$ cat config.mk
export PLATFORM = sky130hd
export DESIGN_NAME = pulse_period_histogram_flat
export DESIGN_NICKNAME = d
export VERILOG_FILES = /design/src/sv/pph_pkg.sv /design/src/sv/pph_in_if.sv /design/src/sv/pph_out_if.sv /design/src/sv/pph_ram.sv /design/src/sv/pulse_period_histogram.sv /design/src/flat_wrapper.sv
export SDC_FILE = /design/constraint.sdc
export NUM_CORES = 2
export LEC_CHECK = 0
export BUFFER_PORTS_ARGS = -buffer_cell sky130_fd_sc_hd__buf_2
export CAP_MARGIN = 10
export CORE_MARGIN = 5
export CORE_UTILIZATION = 50
export CTS_CLUSTER_SIZE = 12
export DETAILED_ROUTE_END_ITERATION = 16
export PLACE_DENSITY = 0.66
export SYNTH_ARGS = -nofsm -noshare
export SYNTH_HDL_FRONTEND = slang
export SYNTH_SLANG_ARGS = --single-unit
$ cat constraint.sdc
create_clock -name clk -period 7.6 [get_ports clk]
set_input_delay 0.38 -clock clk [delete_from_list [all_inputs] [get_ports clk]]
set_output_delay 0.38 -clock clk [all_outputs]
set_load 0.03 [all_outputs]
$ cat src/sv/pph_pkg.sv
package pph_pkg;

    // Histogram geometry and timestamp width
    localparam int NUM_BINS    = 101;
    localparam int STAMP_WIDTH = 32;
    localparam int BIN_W       = $clog2(NUM_BINS);

    // Field widths
    localparam int OP_W        = 2;
    localparam int TS_W        = 32;
    localparam int IDX_W       = 7;
    localparam int TIME_W      = 14;
    localparam int COUNT_W     = 16;
    localparam int LL_W        = 14;
    localparam int IC_W        = 16;
    localparam int SEEN_W      = 17;
    localparam int CFG_INDEX_W = 1;
    localparam int CFG_DATA_W  = 16;

    // Operation codes
    localparam logic [OP_W-1:0] OP_START   = 2'd0;
    localparam logic [OP_W-1:0] OP_CAPTURE = 2'd1;
    localparam logic [OP_W-1:0] OP_READ    = 2'd2;

    // Register indexes
    localparam logic [CFG_INDEX_W-1:0] CFG_LOWER_LIMIT    = 1'b0;
    localparam logic [CFG_INDEX_W-1:0] CFG_INTERVAL_COUNT = 1'b1;

    // Limits and defaults
    localparam logic [LL_W-1:0]    LOWER_MIN     = 14'd50;
    localparam logic [LL_W-1:0]    LOWER_MAX     = 14'd9950;
    localparam logic [LL_W-1:0]    LOWER_DEFAULT = 14'd950;
    localparam logic [IC_W-1:0]    COUNT_DEFAULT = 16'd1000;
    localparam logic [SEEN_W-1:0]  WARMUP        = 17'd2;
    localparam logic [COUNT_W-1:0] COUNT_MAX     = 16'hFFFF;
    localparam logic [TIME_W-1:0]  TIME_MAX      = 14'h3FFF;

    // Sequencer states
    typedef enum logic [3:0] {
        S_IDLE  = 4'b0001,
        S_CALC  = 4'b0010,
        S_RMW   = 4'b0100,
        S_RDATA = 4'b1000
    } state_t;

endpackage

$ cat src/sv/pph_in_if.sv
interface pph_in_if;
    logic                          valid;
    logic                          ready;
    logic [pph_pkg::OP_W-1:0]      op;
    logic [pph_pkg::TS_W-1:0]      timestamp;
    logic [pph_pkg::IDX_W-1:0]     bin_index;

    modport source (output valid, output op, output timestamp, output bin_index, input ready);
    modport sink   (input valid, input op, input timestamp, input bin_index, output ready);
endinterface

$ cat src/sv/pph_out_if.sv
interface pph_out_if;
    logic                          valid;
    logic                          ready;
    logic [pph_pkg::TIME_W-1:0]    bin_time;
    logic [pph_pkg::COUNT_W-1:0]   bin_count;
    logic                          done_res;
    logic [pph_pkg::COUNT_W-1:0]   dropped;

    modport source (output valid, output bin_time, output bin_count, output done_res,
                    output dropped, input ready);
    modport sink   (input valid, input bin_time, input bin_count, input done_res,
                    input dropped, output ready);
endinterface

$ cat src/sv/pph_ram.sv
module pph_ram #(
    parameter int WIDTH = 16,
    parameter int DEPTH = 101
) (
    input  logic                     clk,
    input  logic                     we,
    input  logic [$clog2(DEPTH)-1:0] wr_addr,
    input  logic [WIDTH-1:0]         wr_data,
    input  logic                     re,
    input  logic [$clog2(DEPTH)-1:0] rd_addr,
    output logic [WIDTH-1:0]         rd_data
);

    logic [WIDTH-1:0] mem [DEPTH];

    // Write port
    always_ff @(posedge clk)
    begin
        if (we)
        begin
            mem[wr_addr] <= wr_data;
        end
    end

    // Registered read; data holds while re is low
    always_ff @(posedge clk)
    begin
        if (re)
        begin
            rd_data <= mem[rd_addr];
        end
    end

endmodule

$ cat src/sv/pulse_period_histogram.sv
// Pulse period histogram.
// Input channel req carries one beat per command: start (clear the run), capture
// (a timestamp from the capture counter) or read (one bin). Every beat gives exactly
// one result beat on rsp: the bin period and count for a read, zeros otherwise,
// together with the done flag and the count of out-of-range periods.
// Registers lower_limit and interval_count are written over cfg_we/cfg_index/cfg_data;
// the user must write them only while the block is idle; the block has no check. A
// lower_limit outside 50..9950 loads 950. Start, ignored and warm-up captures, the
// unused op and reads outside the store load their result on accept. A read passes
// through the bin RAM read; a capture whose period falls outside the bins, through
// the period subtract and range check; a counted capture, through the subtract, the
// bin RAM read and the write back. Items are handled one at a time: with rsp ready,
// the next beat is taken the cycle after the result is loaded, so throughput is one
// item per cycle for those loaded on accept; the others hold off the next beat until
// their result is loaded. At reset the bins read as zero (per-bin valid bits),
// counters clear and the registers take their defaults; no clearing pass is needed,
// and a start clears the bins the same way. When rsp stalls, the result holds in the
// output register and the next beat waits until it is taken.
module pulse_period_histogram (
    input  logic                                clk,
    input  logic                                rst_n,
    pph_in_if.sink                              req,
    pph_out_if.source                           rsp,
    input  logic                                cfg_we,
    input  logic [pph_pkg::CFG_INDEX_W-1:0]     cfg_index,
    input  logic [pph_pkg::CFG_DATA_W-1:0]      cfg_data
);

    localparam int SW = pph_pkg::STAMP_WIDTH;
    localparam int BW = pph_pkg::BIN_W;
    localparam int NB = pph_pkg::NUM_BINS;

    // Control state
    pph_pkg::state_t                 state_reg, state_next;
    logic [NB-1:0]                   valid_reg, valid_next;
    logic [SW-1:0]                   prev_reg, prev_next;
    logic [pph_pkg::SEEN_W-1:0]      seen_reg, seen_next;
    logic [pph_pkg::COUNT_W-1:0]     drop_reg, drop_next;
    logic [pph_pkg::LL_W-1:0]        lower_reg;
    logic [pph_pkg::IC_W-1:0]        icount_reg;
    logic                            out_valid_reg, out_valid_next;

    // Payload state
    logic [SW-1:0]                   period_reg, period_next;
    logic [BW-1:0]                   bin_reg, bin_next;
    logic [pph_pkg::TIME_W-1:0]      time_reg, time_next;
    logic                            rd_valid_reg, rd_valid_next;
    logic [pph_pkg::TIME_W-1:0]      out_time_reg, out_time_next;
    logic [pph_pkg::COUNT_W-1:0]     out_count_reg, out_count_next;
    logic                            out_done_reg, out_done_next;
    logic [pph_pkg::COUNT_W-1:0]     out_drop_reg, out_drop_next;

    // RAM port signals
    logic                            ram_we;
    logic [BW-1:0]                   ram_waddr;
    logic [pph_pkg::COUNT_W-1:0]     ram_wdata;
    logic                            ram_re;
    logic [BW-1:0]                   ram_raddr;
    logic [pph_pkg::COUNT_W-1:0]     ram_rdata;

    // Combinational helpers
    logic                            slot_free;
    logic                            accept;
    logic                            done_now;
    logic [pph_pkg::SEEN_W-1:0]      done_limit;
    logic                            emit;
    logic [pph_pkg::TIME_W-1:0]      emit_time;
    logic [pph_pkg::COUNT_W-1:0]     emit_count;
    logic [SW:0]                     diff;
    logic                            period_in_range;
    logic [pph_pkg::TIME_W:0]        time_sum;
    logic [pph_pkg::COUNT_W-1:0]     cur_count;
    logic [pph_pkg::LL_W-1:0]        cfg_lower;

    pph_ram #(
        .WIDTH (pph_pkg::COUNT_W),
        .DEPTH (NB)
    ) u_bins (
        .clk     (clk),
        .we      (ram_we),
        .wr_addr (ram_waddr),
        .wr_data (ram_wdata),
        .re      (ram_re),
        .rd_addr (ram_raddr),
        .rd_data (ram_rdata)
    );

    // Handshake
    assign slot_free = !out_valid_reg || rsp.ready;
    assign req.ready = (state_reg == pph_pkg::S_IDLE) && slot_free;
    assign accept    = req.valid && req.ready;

    assign rsp.valid     = out_valid_reg;
    assign rsp.bin_time  = out_time_reg;
    assign rsp.bin_count = out_count_reg;
    assign rsp.done_res  = out_done_reg;
    assign rsp.dropped   = out_drop_reg;

    // Run completion against the current capture count
    assign done_limit = pph_pkg::SEEN_W'(icount_reg) + pph_pkg::WARMUP;
    assign done_now   = (seen_reg >= done_limit);

    // Period minus lower limit picks the bin
    assign diff = {1'b0, period_reg} - (SW + 1)'(lower_reg);
    assign period_in_range = !diff[SW] && (diff[SW-1:0] < SW'(NB));

    // Period label of a read bin
    assign time_sum = (pph_pkg::TIME_W + 1)'(lower_reg)
                    + (pph_pkg::TIME_W + 1)'(req.bin_index);

    // Bin count seen by the read-modify-write
    assign cur_count = rd_valid_reg ? ram_rdata : '0;

    // Sequencer
    always_comb
    begin
        state_next     = state_reg;
        valid_next     = valid_reg;
        prev_next      = prev_reg;
        seen_next      = seen_reg;
        drop_next      = drop_reg;
        period_next    = period_reg;
        bin_next       = bin_reg;
        time_next      = time_reg;
        rd_valid_next  = rd_valid_reg;
        out_valid_next = out_valid_reg && !rsp.ready;
        out_time_next  = out_time_reg;
        out_count_next = out_count_reg;
        out_done_next  = out_done_reg;
        out_drop_next  = out_drop_reg;
        ram_we         = 1'b0;
        ram_waddr      = bin_reg;
        ram_wdata      = '0;
        ram_re         = 1'b0;
        ram_raddr      = bin_reg;
        emit           = 1'b0;
        emit_time      = '0;
        emit_count     = '0;

        case (state_reg)
            pph_pkg::S_IDLE:
            begin
                if (accept)
                begin
                    case (req.op)
                        pph_pkg::OP_START:
                        begin
                            valid_next = '0;
                            prev_next  = '0;
                            seen_next  = '0;
                            drop_next  = '0;
                            emit       = 1'b1;
                        end
                        pph_pkg::OP_CAPTURE:
                        begin
                            if (!done_now)
                            begin
                                prev_next = req.timestamp[SW-1:0];
                                seen_next = seen_reg + 1'b1;
                                if (seen_reg >= pph_pkg::WARMUP)
                                begin
                                    period_next = req.timestamp[SW-1:0] - prev_reg;
                                    state_next  = pph_pkg::S_CALC;
                                end
                                else
                                begin
                                    emit = 1'b1;
                                end
                            end
                            else
                            begin
                                emit = 1'b1;
                            end
                        end
                        pph_pkg::OP_READ:
                        begin
                            if (int'(req.bin_index) < NB)
                            begin
                                ram_re        = 1'b1;
                                ram_raddr     = BW'(req.bin_index);
                                rd_valid_next = valid_reg[BW'(req.bin_index)];
                                time_next     = time_sum[pph_pkg::TIME_W]
                                              ? pph_pkg::TIME_MAX
                                              : time_sum[pph_pkg::TIME_W-1:0];
                                state_next    = pph_pkg::S_RDATA;
                            end
                            else
                            begin
                                emit = 1'b1;
                            end
                        end
                        default:
                        begin
                            emit = 1'b1;
                        end
                    endcase
                end
            end
            pph_pkg::S_CALC:
            begin
                if (period_in_range)
                begin
                    // Fetch the bin for the increment
                    ram_re        = 1'b1;
                    ram_raddr     = diff[BW-1:0];
                    rd_valid_next = valid_reg[diff[BW-1:0]];
                    bin_next      = diff[BW-1:0];
                    state_next    = pph_pkg::S_RMW;
                end
                else if (slot_free)
                begin
                    // Count the out-of-range period, saturating
                    if (drop_reg != pph_pkg::COUNT_MAX)
                    begin
                        drop_next = drop_reg + 1'b1;
                    end
                    emit       = 1'b1;
                    state_next = pph_pkg::S_IDLE;
                end
            end
            pph_pkg::S_RMW:
            begin
                if (slot_free)
                begin
                    // Write back the saturating increment
                    ram_we              = 1'b1;
                    ram_waddr           = bin_reg;
                    ram_wdata           = (cur_count == pph_pkg::COUNT_MAX)
                                        ? cur_count : cur_count + 1'b1;
                    valid_next[bin_reg] = 1'b1;
                    emit                = 1'b1;
                    state_next          = pph_pkg::S_IDLE;
                end
            end
            pph_pkg::S_RDATA:
            begin
                if (slot_free)
                begin
                    emit       = 1'b1;
                    emit_time  = time_reg;
                    emit_count = cur_count;
                    state_next = pph_pkg::S_IDLE;
                end
            end
            default:
            begin
                state_next = pph_pkg::S_IDLE;
            end
        endcase

        // Load the result beat from the updated run state
        if (emit)
        begin
            out_valid_next = 1'b1;
            out_time_next  = emit_time;
            out_count_next = emit_count;
            out_done_next  = (seen_next >= done_limit);
            out_drop_next  = drop_next;
        end
    end

    // Lower limit write, falling back to the default when out of range
    assign cfg_lower = cfg_data[pph_pkg::LL_W-1:0];

    // Control registers
    always_ff @(posedge clk or negedge rst_n)
    begin
        if (!rst_n)
        begin
            state_reg     <= pph_pkg::S_IDLE;
            valid_reg     <= '0;
            prev_reg      <= '0;
            seen_reg      <= '0;
            drop_reg      <= '0;
            out_valid_reg <= 1'b0;
            lower_reg     <= pph_pkg::LOWER_DEFAULT;
            icount_reg    <= pph_pkg::COUNT_DEFAULT;
        end
        else
        begin
            state_reg     <= state_next;
            valid_reg     <= valid_next;
            prev_reg      <= prev_next;
            seen_reg      <= seen_next;
            drop_reg      <= drop_next;
            out_valid_reg <= out_valid_next;
            if (cfg_we)
            begin
                case (cfg_index)
                    pph_pkg::CFG_LOWER_LIMIT:
                    begin
                        lower_reg <= (cfg_lower >= pph_pkg::LOWER_MIN &&
                                      cfg_lower <= pph_pkg::LOWER_MAX)
                                   ? cfg_lower : pph_pkg::LOWER_DEFAULT;
                    end
                    pph_pkg::CFG_INTERVAL_COUNT:
                    begin
                        icount_reg <= cfg_data[pph_pkg::IC_W-1:0];
                    end
                    default:
                    begin
                        icount_reg <= icount_reg;
                    end
                endcase
            end
        end
    end

    // Payload registers
    always_ff @(posedge clk)
    begin
        period_reg    <= period_next;
        bin_reg       <= bin_next;
        time_reg      <= time_next;
        rd_valid_reg  <= rd_valid_next;
        out_time_reg  <= out_time_next;
        out_count_reg <= out_count_next;
        out_done_reg  <= out_done_next;
        out_drop_reg  <= out_drop_next;
    end

endmodule

$ cat src/flat_wrapper.sv
// flat-port wrapper written by rule: the top's interface ports become plain ports
module pulse_period_histogram_flat 
  (clk, rst_n, cfg_we, cfg_index, cfg_data, req_valid, req_op, req_timestamp, req_bin_index, req_ready, rsp_valid, rsp_bin_time, rsp_bin_count, rsp_done_res, rsp_dropped, rsp_ready);
  pph_in_if req_i ();
  pph_out_if rsp_i ();
  input  logic clk;
  input  logic rst_n;
  input  logic cfg_we;
  input  logic [pph_pkg::CFG_INDEX_W-1:0] cfg_index;
  input  logic [pph_pkg::CFG_DATA_W-1:0] cfg_data;
  input wire logic [$bits(req_i.valid)-1:0] req_valid;
  input wire logic [$bits(req_i.op)-1:0] req_op;
  input wire logic [$bits(req_i.timestamp)-1:0] req_timestamp;
  input wire logic [$bits(req_i.bin_index)-1:0] req_bin_index;
  output wire logic [$bits(req_i.ready)-1:0] req_ready;
  output wire logic [$bits(rsp_i.valid)-1:0] rsp_valid;
  output wire logic [$bits(rsp_i.bin_time)-1:0] rsp_bin_time;
  output wire logic [$bits(rsp_i.bin_count)-1:0] rsp_bin_count;
  output wire logic [$bits(rsp_i.done_res)-1:0] rsp_done_res;
  output wire logic [$bits(rsp_i.dropped)-1:0] rsp_dropped;
  input wire logic [$bits(rsp_i.ready)-1:0] rsp_ready;
  assign req_i.valid = req_valid;
  assign req_i.op = req_op;
  assign req_i.timestamp = req_timestamp;
  assign req_i.bin_index = req_bin_index;
  assign req_ready = req_i.ready;
  assign rsp_valid = rsp_i.valid;
  assign rsp_bin_time = rsp_i.bin_time;
  assign rsp_bin_count = rsp_i.bin_count;
  assign rsp_done_res = rsp_i.done_res;
  assign rsp_dropped = rsp_i.dropped;
  assign rsp_i.ready = rsp_ready;
  pulse_period_histogram u_core (.clk(clk), .rst_n(rst_n), .req(req_i), .rsp(rsp_i), .cfg_we(cfg_we), .cfg_index(cfg_index), .cfg_data(cfg_data));
endmodule
==> results.ini <==
[run_status]
status = finished clean

[final_layout]
nets = 5493
fillCellCount = 12500
final_common_cell = edfxtp_1
most-common-layout-cells = edfxtp_1, mux4_2, nor2_1
ff_latch_area_mm2 = 0.0571
syn2layout_area_growth_pct = 13.0
largest_reg_flops = 1616
drive_gt1_frac = 0.207
multi_input_area_mm2 = 0.0230
fin_cells = 7635

[setup_path]
r2r_start = u_core.lower_reg[8]
cpPeakStageDelay_ns = 0.62
cp-startpoint = u_core.lower_reg[8]
cp_num_buf_inv = 5
path_cells = inv_1 -> ha_1 -> a21oi_1 -> o21ai_1 -> or3_1 -> a31oi_1 -> mux2i_1 -> o2111a_1 -> or4b_4 -> o21bai_4 -> o221ai_4 -> buf_12 -> buf_12 -> buf_4 -> mux4_2 -> nor3_1 -> nor4_1 -> buf_4 -> o2111ai_1 -> nor3_1
r2r_end = u_core.u_bins.rd_data[5]
worst_setup_path_start_kind = register
endpoint_kind = register
r2r_setup_slack_ns = 0.74
rr_worst_depth = 20
required_ns = 8.27
cp_max_fo = 37
critPathTopFamily = simple AND/OR/NAND/NOR gates
cp.arrival_ns = 7.52
critPathKind = reg2reg
cp_slowest_cell = or4b_4

[cts]
post_cts_resized = 0
cts_tree = built
htreeDepth = 4
cts.clk_slew.worst_paths_ns = 0.06
clockBufferDepth = 3
cts_root_buf = clkbuf_16
post-cts-setup-buffers = 0
cts_made_buffers = 197
clock_latency_ns = 0.85
cts_sinks = 1934

[detailed_routing]
routedWlPerCell_um = 28.4
vias = 48300
first_iter_violations = 6279
drcViolationCount = 0
first_pass_iters = 6
avgViaCountPerCell = 6.33
drt_wl_total_mm = 217
drtAntennaViolNets = 0

[global_route]
grt_pass1_wl_mm = 320
grt_max_degree = 102
track_usage = 0.249
antenna_found_initial = 0
grt_pass1_vias = 46800
grt-ovfl-total = 0

[yosys]
yosysWarnings = 0
postSynthCellCount = 5016
synth.cell_area_mm2 = 0.0816
async_flop_share = 0.104
ys_ff_latch = 1934
synth_ff_type = edfxtp_1
synth.avg_cell_area_um2 = 16.3
synth_cell_types = 91
synth_edf_count = 1733
synth_nets = 5173
ys_seq_area_frac = 0.699

[placed_design]
hpwl_mm = 135
place_inst = 7263
io_buffers = 111
gp_congestion = 0.921

[floorplan]
dieArea_mm2 = 0.171
ios = 112
die_h_um = 414
coreArea_mm2 = 0.163
die_w_um = 414
start_util = 0.502
row_count = 148

[hold_path]
min_delay_worst_endpoint = u_core.rsp.valid
min_path_type = in2reg
hold_depth = 3
hp-start = rsp_ready

[timing]
fin_crit_sh = 0.902
slew_headroom = 0.146
drv_slew = 0
min_period_ns = 6.86
rsz0062_at_grt = no
tightest_slew_ns = 1.28
setup_viol = 0
hold_viol = 0
finalSetupTns_ns = 0
max_freq_mhz = 146
skew_ns = 0.0571

[pwr]
power_leakage_nw = 28.2
p_total_w = 0.0239
ir_worst_vdd_mv = 0.234
power_density_mw_per_mm2 = 259

[flow_run]
max-cap-violations = 0

==> synthesized netlist by cell type (14+ instances only) <==
library cell | number | area [µm²]
edfxtp_1 | 1733 | 52000
mux4_2 | 408 | 9190
nor2_1 | 370 | 1390
nand2_1 | 336 | 1260
nor3_1 | 331 | 1660
dfrtp_1 | 187 | 4680
a21oi_1 | 178 | 891
nand3_1 | 134 | 671
clkbuf_1 | 131 | 492
nor4_1 | 104 | 651
ha_1 | 91 | 1140
buf_2 | 88 | 440
inv_1 | 87 | 327
o21ai_0 | 87 | 435
nand4_1 | 45 | 282
xnor2_1 | 45 | 394
buf_4 | 43 | 323
and3_1 | 42 | 263
a22o_1 | 35 | 307
and2_1 | 32 | 200
mux2i_1 | 31 | 310
xor2_1 | 28 | 245
nor2b_1 | 27 | 169
a31oi_1 | 26 | 163
nor3b_1 | 25 | 188
nand2b_1 | 24 | 150
and4_1 | 23 | 201
mux2_2 | 22 | 248
o2111ai_1 | 21 | 184
o211ai_1 | 21 | 158
o21a_1 | 18 | 135
a21o_1 | 17 | 128
a32o_1 | 17 | 170
or3_1 | 16 | 100
a211oi_1 | 15 | 113
dfstp_2 | 14 | 368
==> worst reg2reg max path: stages, from the launching register on <==
cell	delay, ns
dfstp_2	0.55
inv_1	0.09
ha_1	0.41
a21oi_1	0.28
o21ai_1	0.20
or3_1	0.53
a31oi_1	0.26
mux2i_1	0.33
o2111a_1	0.28
or4b_4	0.62
o21bai_4	0.42
o221ai_4	0.31
buf_12	0.28
buf_12	0.25
buf_4	0.23
mux4_2	0.26
nor3_1	0.07
nor4_1	0.60
buf_4	0.24
o2111ai_1	0.27
nor3_1	0.23
==> logic make-up after synthesis <==
family | share of synthesized area
buffers and inverters | 0.0221
xor gates and xnor gates | 0.00783
AOI/OAI and AO/OA | 0.0424
muxes | 0.119
adders and majority gates | 0.0147
and+or+nand+nor | 0.0943
DFF | 0.699
==> layer usage <==
layer,part of all wire,wire (µm),global-route usage
met5,0,0,0
met4,0.042,9020,0.0941
met3,0.096,20700,0.0479
met2,0.46,99200,0.376
met1,0.41,87800,0.364
==> repair_timing <==
item / CTS / global route
hold buffers: 49 / 0
hold endpoints to repair: 139 / 0
endpoints found under the setup margin: 0 / 0
==> worst max-delay path by stage <==
stage | to | slack, ns | cells past startpoint
2_1_floorplan | u_core.u_bins.mem[0][12] | 1.31 | 8
3_5_place_dp | u_core.u_bins.rd_data[5] | 0.91 | 20
6_report | u_core.u_bins.rd_data[5] | 0.74 | 20
3_3_place_gp | u_core.u_bins.rd_data[8] | 0.88 | 16
5_1_grt | u_core.u_bins.rd_data[5] | 0.43 | 19
4_1_cts | u_core.u_bins.rd_data[1] | 0.89 | 19
==> power by group <==
group	internal, W	switching, W	total (W)
clock	0.00505	0.00400	0.00905
sequential	0.0117	0.000155	0.0119
combinational	0.00117	0.00185	0.00302
total	0.0179	0.00601	0.0239
==> metrics by stage <==
stage                     cell area [µm²]  setup slack (ns)   util  hold WS [ns]
after detailed placement            85800             0.911  0.528         0.458
after global routing                92300             0.427  0.568        0.0909
final                               92300             0.743  0.568         0.129
after floorplan                     81600              1.31      -        0.0844
after global placement              85800             0.880  0.528         0.448
after CTS                           92300             0.895  0.568        0.0577
==> cell type report <==
| cell class | count | area share |
|---|---|---|
| sequential | 1934 | 0.619 |
| multi-input combinational | 2705 | 0.249 |
| clock buffer | 256 | 0.0572 |
| timing repair buffer | 411 | 0.0349 |
| tap | 2175 | 0.0295 |
| clock inverter | 64 | 0.00735 |
| inverter | 87 | 0.00354 |
| antenna | 3 | 0.0000813 |
Note: power is estimated with default switching activity, not from simulation.
